File: src/sv/mld_pkg.sv
`timescale 1ns / 1ps
`default_nettype none
// ----------------------------------------------------------------------------
// Mouse-look direction unit package
// Shared constants, command and status types, the arctangent table and the
// output saturation used by the controller and the datapath.
// ----------------------------------------------------------------------------
package mld_pkg;

	// Angles in degrees Q.8.
	localparam int DEG360 = 92160;
	localparam int DEG180 = 46080;
	localparam int DEG90  = 23040;

	// Rotation count and gain-compensated start value in Q.30.
	localparam int CORDIC_N = 16;
	localparam logic signed [31:0] CORDIC_X0 = 32'sd652032874;

	// Configuration register indexes.
	localparam logic [0:0] REG_SENSITIVITY = 1'b0;
	localparam logic [0:0] REG_PITCH_LIMIT = 1'b1;

	// Operations the controller asks of the datapath.
	typedef enum logic [3:0] {
		DP_NOP,
		DP_LOAD,
		DP_MULX,
		DP_MULY,
		DP_CLAMP,
		DP_WRAP,
		DP_CINIT_YAW,
		DP_CINIT_PITCH,
		DP_CITER,
		DP_CSTORE_YAW,
		DP_CSTORE_PITCH,
		DP_MULC,
		DP_MULS,
		DP_ROUND,
		DP_PUBLISH
	} dp_op_t;

	typedef struct packed {
		dp_op_t     op;
		logic [3:0] idx;
	} dp_cmd_t;

	typedef struct packed {
		logic out_busy;
	} dp_status_t;

	// Controller states.
	typedef enum logic [3:0] {
		ST_IDLE,
		ST_MULX,
		ST_MULY,
		ST_CLAMP,
		ST_WRAP,
		ST_CINIT_YAW,
		ST_CITER_YAW,
		ST_CSTORE_YAW,
		ST_CINIT_PITCH,
		ST_CITER_PITCH,
		ST_CSTORE_PITCH,
		ST_MULC,
		ST_MULS,
		ST_ROUND,
		ST_PUBLISH
	} ctrl_state_t;

	// Arctangent of 2^-i in degrees Q.16.
	function automatic logic [21:0] atan_q16(input logic [3:0] i);
		logic [21:0] r;
		case (i)
			4'd0:    r = 22'd2949120;
			4'd1:    r = 22'd1740967;
			4'd2:    r = 22'd919879;
			4'd3:    r = 22'd466945;
			4'd4:    r = 22'd234379;
			4'd5:    r = 22'd117304;
			4'd6:    r = 22'd58666;
			4'd7:    r = 22'd29335;
			4'd8:    r = 22'd14668;
			4'd9:    r = 22'd7334;
			4'd10:   r = 22'd3667;
			4'd11:   r = 22'd1833;
			4'd12:   r = 22'd917;
			4'd13:   r = 22'd458;
			4'd14:   r = 22'd229;
			4'd15:   r = 22'd115;
			default: r = 22'd0;
		endcase
		return r;
	endfunction

	// Limit a rounded component to plus or minus one in Q1.14.
	function automatic logic signed [15:0] sat14(input logic signed [17:0] v);
		logic signed [15:0] r;
		if (v > 18'sd16384)
			r = 16'sd16384;
		else if (v < -18'sd16384)
			r = -16'sd16384;
		else
			r = v[15:0];
		return r;
	endfunction

endpackage
`default_nettype wire

File: src/sv/mld_ctrl.sv
`timescale 1ns / 1ps
`default_nettype none
// ----------------------------------------------------------------------------
// Mouse-look direction unit controller
// Sequences one event through the step products, the yaw wrap, two runs of
// the rotation unit, the direction products and the output register.
// ----------------------------------------------------------------------------
module mld_ctrl (
	input  wire logic                clk,
	input  wire logic                arst_n,
	input  wire logic                in_valid,
	output logic                     in_ready,
	input  wire mld_pkg::dp_status_t status,
	output mld_pkg::dp_cmd_t         cmd
);

	mld_pkg::ctrl_state_t state_q, state_d;
	logic [3:0] cnt_q, cnt_d;

	// State and counter registers.
	always_ff @(posedge clk or negedge arst_n) begin
		if (!arst_n) begin
			state_q <= mld_pkg::ST_IDLE;
			cnt_q   <= 4'd0;
		end else begin
			state_q <= state_d;
			cnt_q   <= cnt_d;
		end
	end

	// Next state and datapath commands.
	always_comb begin
		state_d  = state_q;
		cnt_d    = cnt_q;
		in_ready = 1'b0;
		cmd.op   = mld_pkg::DP_NOP;
		cmd.idx  = cnt_q;
		case (state_q)
			mld_pkg::ST_IDLE: begin
				in_ready = 1'b1;
				if (in_valid) begin
					cmd.op  = mld_pkg::DP_LOAD;
					state_d = mld_pkg::ST_MULX;
				end
			end
			mld_pkg::ST_MULX: begin
				cmd.op  = mld_pkg::DP_MULX;
				state_d = mld_pkg::ST_MULY;
			end
			mld_pkg::ST_MULY: begin
				cmd.op  = mld_pkg::DP_MULY;
				state_d = mld_pkg::ST_CLAMP;
			end
			mld_pkg::ST_CLAMP: begin
				cmd.op  = mld_pkg::DP_CLAMP;
				cnt_d   = 4'd7;
				state_d = mld_pkg::ST_WRAP;
			end
			mld_pkg::ST_WRAP: begin
				cmd.op = mld_pkg::DP_WRAP;
				cnt_d  = cnt_q - 4'd1;
				if (cnt_q == 4'd0)
					state_d = mld_pkg::ST_CINIT_YAW;
			end
			mld_pkg::ST_CINIT_YAW: begin
				cmd.op  = mld_pkg::DP_CINIT_YAW;
				cnt_d   = 4'd0;
				state_d = mld_pkg::ST_CITER_YAW;
			end
			mld_pkg::ST_CITER_YAW: begin
				cmd.op = mld_pkg::DP_CITER;
				cnt_d  = cnt_q + 4'd1;
				if (cnt_q == 4'(mld_pkg::CORDIC_N - 1))
					state_d = mld_pkg::ST_CSTORE_YAW;
			end
			mld_pkg::ST_CSTORE_YAW: begin
				cmd.op  = mld_pkg::DP_CSTORE_YAW;
				state_d = mld_pkg::ST_CINIT_PITCH;
			end
			mld_pkg::ST_CINIT_PITCH: begin
				cmd.op  = mld_pkg::DP_CINIT_PITCH;
				cnt_d   = 4'd0;
				state_d = mld_pkg::ST_CITER_PITCH;
			end
			mld_pkg::ST_CITER_PITCH: begin
				cmd.op = mld_pkg::DP_CITER;
				cnt_d  = cnt_q + 4'd1;
				if (cnt_q == 4'(mld_pkg::CORDIC_N - 1))
					state_d = mld_pkg::ST_CSTORE_PITCH;
			end
			mld_pkg::ST_CSTORE_PITCH: begin
				cmd.op  = mld_pkg::DP_CSTORE_PITCH;
				state_d = mld_pkg::ST_MULC;
			end
			mld_pkg::ST_MULC: begin
				cmd.op  = mld_pkg::DP_MULC;
				state_d = mld_pkg::ST_MULS;
			end
			mld_pkg::ST_MULS: begin
				cmd.op  = mld_pkg::DP_MULS;
				state_d = mld_pkg::ST_ROUND;
			end
			mld_pkg::ST_ROUND: begin
				cmd.op  = mld_pkg::DP_ROUND;
				state_d = mld_pkg::ST_PUBLISH;
			end
			mld_pkg::ST_PUBLISH: begin
				// Hold until the output register can take the new word.
				if (!status.out_busy) begin
					cmd.op  = mld_pkg::DP_PUBLISH;
					state_d = mld_pkg::ST_IDLE;
				end
			end
			default: begin
				state_d = mld_pkg::ST_IDLE;
			end
		endcase
	end

endmodule
`default_nettype wire

File: src/sv/mld_datapath.sv
`timescale 1ns / 1ps
`default_nettype none
// ----------------------------------------------------------------------------
// Mouse-look direction unit datapath
// Holds the configuration, the cursor and angle state, one shared 32x32
// multiplier, the iterative yaw wrap, the shared rotation unit and the
// output register.
// ----------------------------------------------------------------------------
module mld_datapath (
	input  wire logic                clk,
	input  wire logic                arst_n,
	input  wire mld_pkg::dp_cmd_t    cmd,
	output mld_pkg::dp_status_t      status,
	input  wire logic                cfg_write,
	input  wire logic [0:0]          cfg_index,
	input  wire logic [15:0]         cfg_data,
	input  wire logic [31:0]         in_data,
	output logic                     out_valid,
	input  wire logic                out_ready,
	output logic [87:0]              out_data
);

	localparam logic signed [17:0] A360 = 18'(mld_pkg::DEG360);
	localparam logic signed [17:0] A180 = 18'(mld_pkg::DEG180);
	localparam logic signed [17:0] A90  = 18'(mld_pkg::DEG90);
	localparam logic [26:0] WRAP_BIAS   = 27'(mld_pkg::DEG360 * 256);
	localparam logic [14:0] LIM_MAX     = 15'(mld_pkg::DEG90);

	// Configuration and event state.
	logic [15:0]        sens_q;
	logic [14:0]        plim_q;
	logic               first_q;
	logic signed [15:0] prev_x_q, prev_y_q;
	logic [16:0]        yaw_acc_q;
	logic signed [15:0] pitch_acc_q;

	// Working registers.
	logic signed [16:0] dx_q, dy_q;
	logic signed [63:0] prod_q;
	logic signed [26:0] red_q;
	logic signed [31:0] x_q, y_q;
	logic signed [25:0] z_q;
	logic               neg_q;
	logic signed [31:0] sy_q, cyw_q, sp_q, cp_q;
	logic signed [15:0] dirx_q, diry_q, dirz_q;
	logic               out_valid_q;
	logic [87:0]        out_data_q;

	// Input fields and deltas; the first event takes its own position as base.
	logic signed [15:0] cx, cy, base_x, base_y;
	assign cx     = in_data[15:0];
	assign cy     = in_data[31:16];
	assign base_x = first_q ? cx : prev_x_q;
	assign base_y = first_q ? cy : prev_y_q;

	// Shared multiplier with operand selection.
	logic signed [31:0] mul_a, mul_b;
	logic signed [63:0] mul_p;
	always_comb begin
		mul_a = {{15{dx_q[16]}}, dx_q};
		mul_b = $signed({16'b0, sens_q});
		case (cmd.op)
			mld_pkg::DP_MULY: mul_a = {{15{dy_q[16]}}, dy_q};
			mld_pkg::DP_MULC: begin
				mul_a = cyw_q;
				mul_b = cp_q;
			end
			mld_pkg::DP_MULS: begin
				mul_a = sy_q;
				mul_b = cp_q;
			end
			default: ;
		endcase
	end
	assign mul_p = mul_a * mul_b;

	// Angle step: round half up from Q.16 to Q.8.
	logic signed [33:0] step_sum;
	logic signed [25:0] step;
	assign step_sum = prod_q[33:0] + 34'sd128;
	assign step     = step_sum[33:8];

	// Pitch update clamped to the effective limit.
	logic [14:0]        lim;
	logic signed [26:0] lim_s, psum, pclamp;
	assign lim   = (plim_q > LIM_MAX) ? LIM_MAX : plim_q;
	assign lim_s = $signed({12'b0, lim});
	assign psum  = {{11{pitch_acc_q[15]}}, pitch_acc_q} + {step[25], step};
	always_comb begin
		if (psum > lim_s)
			pclamp = lim_s;
		else if (psum < -lim_s)
			pclamp = -lim_s;
		else
			pclamp = psum;
	end

	// One digit of the yaw reduction modulo 360 degrees.
	logic [26:0] wrap_mod;
	logic [26:0] red_nx;
	assign wrap_mod = 27'(mld_pkg::DEG360) << cmd.idx[2:0];
	assign red_nx   = (red_q >= $signed(wrap_mod)) ? red_q - wrap_mod : red_q;

	// Fold the angle into plus or minus 90 degrees for the rotation unit.
	logic signed [17:0] a0, a1, a2;
	logic               a_neg;
	always_comb begin
		if (cmd.op == mld_pkg::DP_CINIT_YAW)
			a0 = {1'b0, yaw_acc_q};
		else
			a0 = {{2{pitch_acc_q[15]}}, pitch_acc_q};
		a1 = (a0 > A180) ? a0 - A360 : a0;
		a_neg = 1'b0;
		a2 = a1;
		if (a1 > A90) begin
			a2 = a1 - A180;
			a_neg = 1'b1;
		end else if (a1 < -A90) begin
			a2 = a1 + A180;
			a_neg = 1'b1;
		end
	end

	// One rotation step.
	logic signed [31:0] xs, ys;
	logic signed [25:0] atan_v;
	assign xs     = x_q >>> cmd.idx;
	assign ys     = y_q >>> cmd.idx;
	assign atan_v = $signed({4'b0, mld_pkg::atan_q16(cmd.idx)});

	// Rounding of the direction products and the pitch sine.
	logic signed [63:0] prod_rnd;
	logic signed [32:0] sp_rnd;
	assign prod_rnd = prod_q + (64'sd1 <<< 45);
	assign sp_rnd   = {sp_q[31], sp_q} + 33'sd32768;

	// Configuration registers.
	always_ff @(posedge clk or negedge arst_n) begin
		if (!arst_n) begin
			sens_q <= 16'd6554;
			plim_q <= 15'd22784;
		end else if (cfg_write) begin
			if (cfg_index == mld_pkg::REG_SENSITIVITY)
				sens_q <= cfg_data;
			else if (cfg_index == mld_pkg::REG_PITCH_LIMIT)
				plim_q <= cfg_data[14:0];
		end
	end

	// Cursor and angle state.
	always_ff @(posedge clk or negedge arst_n) begin
		if (!arst_n) begin
			first_q     <= 1'b1;
			prev_x_q    <= '0;
			prev_y_q    <= '0;
			yaw_acc_q   <= '0;
			pitch_acc_q <= '0;
		end else begin
			case (cmd.op)
				mld_pkg::DP_LOAD: begin
					first_q  <= 1'b0;
					prev_x_q <= cx;
					prev_y_q <= cy;
				end
				mld_pkg::DP_CLAMP: pitch_acc_q <= pclamp[15:0];
				mld_pkg::DP_WRAP: begin
					if (cmd.idx == 4'd0)
						yaw_acc_q <= red_nx[16:0];
				end
				default: ;
			endcase
		end
	end

	// Working registers of the sequence.
	always_ff @(posedge clk) begin
		case (cmd.op)
			mld_pkg::DP_LOAD: begin
				dx_q <= {cx[15], cx} - {base_x[15], base_x};
				dy_q <= {base_y[15], base_y} - {cy[15], cy};
			end
			mld_pkg::DP_MULX: prod_q <= mul_p;
			mld_pkg::DP_MULY: begin
				prod_q <= mul_p;
				red_q  <= $signed({10'b0, yaw_acc_q}) + {step[25], step};
			end
			mld_pkg::DP_CLAMP: begin
				if (red_q[26])
					red_q <= red_q + WRAP_BIAS;
			end
			mld_pkg::DP_WRAP: red_q <= red_nx;
			mld_pkg::DP_CINIT_YAW, mld_pkg::DP_CINIT_PITCH: begin
				x_q   <= mld_pkg::CORDIC_X0;
				y_q   <= '0;
				z_q   <= {a2, 8'b0};
				neg_q <= a_neg;
			end
			mld_pkg::DP_CITER: begin
				if (!z_q[25]) begin
					x_q <= x_q - ys;
					y_q <= y_q + xs;
					z_q <= z_q - atan_v;
				end else begin
					x_q <= x_q + ys;
					y_q <= y_q - xs;
					z_q <= z_q + atan_v;
				end
			end
			mld_pkg::DP_CSTORE_YAW: begin
				sy_q  <= neg_q ? -y_q : y_q;
				cyw_q <= neg_q ? -x_q : x_q;
			end
			mld_pkg::DP_CSTORE_PITCH: begin
				sp_q <= neg_q ? -y_q : y_q;
				cp_q <= neg_q ? -x_q : x_q;
			end
			mld_pkg::DP_MULC: prod_q <= mul_p;
			mld_pkg::DP_MULS: begin
				prod_q <= mul_p;
				dirx_q <= mld_pkg::sat14(prod_rnd[63:46]);
			end
			mld_pkg::DP_ROUND: begin
				dirz_q <= mld_pkg::sat14(prod_rnd[63:46]);
				diry_q <= mld_pkg::sat14({sp_rnd[32], sp_rnd[32:16]});
			end
			default: ;
		endcase
	end

	// Output register; a new word enters only when the old one is gone.
	always_ff @(posedge clk or negedge arst_n) begin
		if (!arst_n)
			out_valid_q <= 1'b0;
		else if (cmd.op == mld_pkg::DP_PUBLISH)
			out_valid_q <= 1'b1;
		else if (out_ready)
			out_valid_q <= 1'b0;
	end

	always_ff @(posedge clk) begin
		if (cmd.op == mld_pkg::DP_PUBLISH)
			out_data_q <= {7'b0, pitch_acc_q, yaw_acc_q, dirz_q, diry_q, dirx_q};
	end

	assign status.out_busy = out_valid_q && !out_ready;
	assign out_valid       = out_valid_q;
	assign out_data        = out_data_q;

endmodule
`default_nettype wire

File: src/sv/mouse_look_direction_unit.sv
`timescale 1ns / 1ps
`default_nettype none
// An event (cursor_x, cursor_y) moves yaw and pitch by the scaled cursor
// deltas and yields one word with the view direction in Q1.14 and the new
// angles in degrees Q.8. The first event after reset only takes the cursor
// position as its base. The next event is taken in the cycle after the
// result word of the last one is published. The time per event is set by the
// rotation unit, which runs its 16 steps twice (yaw, then pitch), the 8-step
// yaw wrap, and the single shared multiplier. A finished word sits in the
// output register, and a stalled output delays the next event only once its
// own result is ready. Configuration writes are taken in every cycle and
// must only be made while the unit is idle.
// ----------------------------------------------------------------------------
// Mouse-look direction unit
// Top level: stream ports, configuration port, controller and datapath.
// ----------------------------------------------------------------------------
module mouse_look_direction_unit (
	input  wire logic        clk,
	input  wire logic        arst_n,
	// Configuration write channel.
	input  wire logic        cfg_valid,
	output logic             cfg_ready,
	input  wire logic [0:0]  cfg_index,
	input  wire logic [15:0] cfg_data,
	// Cursor events.
	input  wire logic        s_axis_tvalid,
	output logic             s_axis_tready,
	input  wire logic [31:0] s_axis_tdata,   // cursor_x[15:0], cursor_y[31:16]
	// Direction results.
	output logic             m_axis_tvalid,
	input  wire logic        m_axis_tready,
	output logic [87:0]      m_axis_tdata    // dir_x[15:0], dir_y[31:16],
	                                         // dir_z[47:32], yaw_angle[64:48],
	                                         // pitch_angle[80:65], zero[87:81]
);

	mld_pkg::dp_cmd_t    cmd;
	mld_pkg::dp_status_t status;

	// Register writes are always accepted.
	assign cfg_ready = 1'b1;

	mld_ctrl u_ctrl (
		.clk      (clk),
		.arst_n   (arst_n),
		.in_valid (s_axis_tvalid),
		.in_ready (s_axis_tready),
		.status   (status),
		.cmd      (cmd)
	);

	mld_datapath u_datapath (
		.clk       (clk),
		.arst_n    (arst_n),
		.cmd       (cmd),
		.status    (status),
		.cfg_write (cfg_valid && cfg_ready),
		.cfg_index (cfg_index),
		.cfg_data  (cfg_data),
		.in_data   (s_axis_tdata),
		.out_valid (m_axis_tvalid),
		.out_ready (m_axis_tready),
		.out_data  (m_axis_tdata)
	);

endmodule
`default_nettype wire
File: config.mk
export PLATFORM = sky130hd
export DESIGN_NAME = mouse_look_direction_unit
export DESIGN_NICKNAME = d
export VERILOG_FILES = /design/src/sv/mld_pkg.sv /design/src/sv/mld_ctrl.sv /design/src/sv/mld_datapath.sv /design/src/sv/mouse_look_direction_unit.sv
export SDC_FILE = /design/constraint.sdc
export NUM_CORES = 2
export LEC_CHECK = 0
export BUFFER_PORTS_ARGS = -buffer_cell sky130_fd_sc_hd__buf_4
export CORE_UTILIZATION = 25
export CTS_BUF_LIST = sky130_fd_sc_hd__clkbuf_4 sky130_fd_sc_hd__clkbuf_8 sky130_fd_sc_hd__clkbuf_16
export CTS_CLUSTER_DIAMETER = 120
export DETAILED_ROUTE_END_ITERATION = 16
export GPL_TIMING_DRIVEN = 0
export PLACE_DENSITY = 0.43
export SLEW_MARGIN = 20
export SYNTH_ARGS = -nofsm -noshare
export SYNTH_HDL_FRONTEND = slang
export SYNTH_SLANG_ARGS = --single-unit
File: constraint.sdc
create_clock -name clk -period 23.8 [get_ports clk]
set_clock_uncertainty 0.15 [all_clocks]
set_input_delay 2.38 -clock clk [delete_from_list [all_inputs] [get_ports clk]]
set_output_delay 2.38 -clock clk [all_outputs]
set_load 0.05 [all_outputs]
==> run_results.csv <==
group,metric,value,unit
clocking,cts_resized,0,
floorplanning,fp.dieW,542,um
run,maxCapViolations,0,
critical_path,rrSetupSlack,9.58,ns
synth,synth_top_area_cell,"fa_1",
detailed_routing,wl_per_cell,25.6,um
cells_and_area,fin_nets,9458,
detailed_routing,drtIter0Drc,5093,
synth,yosysSeqAreaShare,21.8,%
hold_path,whs_endpoint,"u_datapath.out_data[7]",
place,finalWeightedCongestion,1.01,
floorplanning,core_area,289000,um^2
detailed_routing,first_pass_iters,5,
synth,synthTopCellsByCount,"1092 x inv_1, 1089 x fa_1, 902 x nand2_1, 862 x nor2_1, 440 x edfxtp_1",
critical_path,crit_top_cell,"fa_1",
timing,slew_headroom,12.6,%
timing,drv_slew,0,
synth,ys_types,87,
timing,worst_pin_slew,1.31,ns
floorplanning,initial_core_util,25.2,%
hold_path,whs_path_depth,0,
place,dpl.hpwl,249000,um
global_routing,grt_pass1_wl,436000,um
cells_and_area,area_growth,12.7,%
critical_path,slowest_delay,1.03,ns
clocking,cts_root_buffer,"clkbuf_16",
critical_path,setup.worst_path.end_class,"flip-flop",
synth,synth.top_cell.area_share,29.9,%
detailed_routing,detail-route-antenna-nets,0,
synth,synth_cells,7634,
global_routing,antenna_found_initial,29,
critical_path,cp_max_fo,10,
clocking,postCtsHoldBufs,0,
hold_path,worstHoldStart,"u_datapath.dirx_q[7]",
floorplanning,rows,197,
clocking,cts.reportedPaths.clkPinSlew,0.06,ns
critical_path,regToRegStartpoint,"u_ctrl.state_q[0]",
synth,synth_area_leaders,"fa_1 30%, edfxtp_1 18%, ha_1 7.3%",
timing,timing.setup.tns,0,ns
critical_path,crit_type,"flip-flop to flip-flop",
detailed_routing,vias,58034,
global_routing,grt_overflow,0,
place,port_buffers,136,
synth,async_reset_ff_share,19.4,%
floorplanning,dieHeight,542,um
clocking,clock_latency,0.68,ns
synth,yosysWarnings,0,
critical_path,cp_slowest_cell,"o41ai_1",
synth,ys_ff_latch,546,
floorplanning,fp.dieArea,294000,um^2
critical_path,r2r_cells,36,
clocking,clock_path_buffers,3,
timing,setup_viol,0,
hold_path,hp-class,"flip-flop to flip-flop",
clocking,cts_inserted_buffers,68,
floorplanning,num_io_pins,145,
timing,hold_viol_final,0,
cells_and_area,drive_gt1_share,7.68,%
detailed_routing,vias_per_cell,4.90,
clocking,clock-sinks,546,
clocking,cts_tree,"yes",
synth,syn_avg_cell_area,9.54,um^2
critical_path,crit_arrival,14.44,ns
global_routing,track_usage,20.6,%
global_routing,grt_pass1_vias,59964,
timing,fin_crit_sh,59.8,%
timing,fmax,70.3,MHz
detailed_routing,post-route-drc-count,0,
synth,synth_area,72800,um^2
critical_path,worstPathRequired,24.02,ns
clocking,cts_setup_buffers,0,
synth,yosysMostFrequentCell,"inv_1",
global_routing,grt_max_degree,57,
critical_path,r2r-end,"u_datapath.prod_q[63]",
clocking,htreeDepth,3,
timing,fin_crit,14.22,ns
detailed_routing,routed_wl,303000,um
run_status,outcome,"completed",
synth,synth_edf_count,440,
critical_path,worstSetupStartpointType,"flip-flop",
timing,rsz0062_at_grt,"false",
synth,dominantRegCellSynth,"edfxtp_1",
## critical path, delay by kind of cell (launching register included)
| family | cells | cell delay (ns) |
|---|---|---|
| adder cells (fa/ha/maj) | 9 | 4.44 |
| buffers and inverters | 12 | 4.00 |
| AO/OA/AOI/OAI | 6 | 2.99 |
| AND/OR/NAND/NOR | 8 | 1.70 |
| flip-flops | 1 | 0.36 |
| XOR/XNOR | 1 | 0.20 |
## placed cells by master, fill, tap and decap left out, types with 83 or more instances in the layout
cell	n
a21o_1	125
a21oi_1	269
buf_4	148
clkbuf_1	271
dfrtp_1	94
edfxtp_1	440
fa_1	1088
ha_1	423
inv_1	1092
mux2_2	101
mux2i_1	83
nand2_1	902
nand3_1	116
nor2_1	859
nor3_1	94
o21ai_0	244
xnor2_1	280
xor2_1	134
## cell type report
class                      instances  area [um^2]
clock buffer                      80         1810
antenna                           10         25.0
tap                             3880         4850
clock inverter                    45          474
buffer                           361         1450
timing repair buffer             182         1820
fill                           30748       207000
sequential                       546        15900
multi-input combinational       5640        51700
inverter                        1093         4100
## registers in the layout, summed over array words and instances, names as in the netlist, 26 cells and up
signal               count
u_datapath.z_q          26
u_datapath.y_q          32
u_datapath.out_data     81
u_datapath.cyw_q        32
u_datapath.red_q        27
u_datapath.cp_q         32
u_datapath.sy_q         32
u_datapath.x_q          32
u_datapath.prod_q       46
## stage by stage
| step | cell area (um^2) | cells | worst slack [ns] | hold WS [ns] | util, % |
|---|---|---|---|---|---|
| 2_1_floorplan | 72900 | 7640 | 14.06 | 0.250 | - |
| 3_3_place_gp | 78700 | 11656 | 8.09 | 0.254 | 27.3 |
| 3_5_place_dp | 79800 | 11702 | 9.61 | 0.255 | 27.6 |
| 4_1_cts | 82100 | 11827 | 9.54 | 0.263 | 28.4 |
| 5_1_grt | 82100 | 11828 | 9.15 | 0.275 | 28.4 |
| 6_report | 82100 | 11837 | 9.58 | 0.261 | 28.4 |
## layer usage
metal	up-vias	global-route usage [%]	wire length (um)
met5	-	0	58
met1	30226	28.2	134000
met2	1910	32.3	136000
met4	8	8.37	13800
met3	392	3.19	19400
li1	25498	-	-
## cell families after synthesis
kind of cell               count (synthesis)  synth area share (%)
other                                      2                0.0103
DFF                                      546                  21.8
AOI/OAI and AO/OA                       1099                  9.59
xor gates and xnor gates                 414                  4.98
muxes                                    257                  4.89
adders and majority gates               1512                  37.2
buffers and inverters                   1454                  7.57
and+or+nand+nor                         2350                  14.0
## worst max path at each step
stage                       from               endpoint  slack (ns)
6_report       u_ctrl.state_q[0]  u_datapath.prod_q[63]        9.58
5_1_grt        u_ctrl.state_q[1]  u_datapath.prod_q[60]        9.15
4_1_cts        u_ctrl.state_q[0]  u_datapath.prod_q[63]        9.54
3_5_place_dp   u_ctrl.state_q[0]  u_datapath.prod_q[63]        9.61
3_3_place_gp   u_ctrl.state_q[0]  u_datapath.prod_q[63]        8.09
2_1_floorplan  u_ctrl.state_q[0]  u_datapath.prod_q[60]       14.06
Power is not shown: default switching activity piles up to over one toggle a cycle in this logic, so the estimate is an artifact.
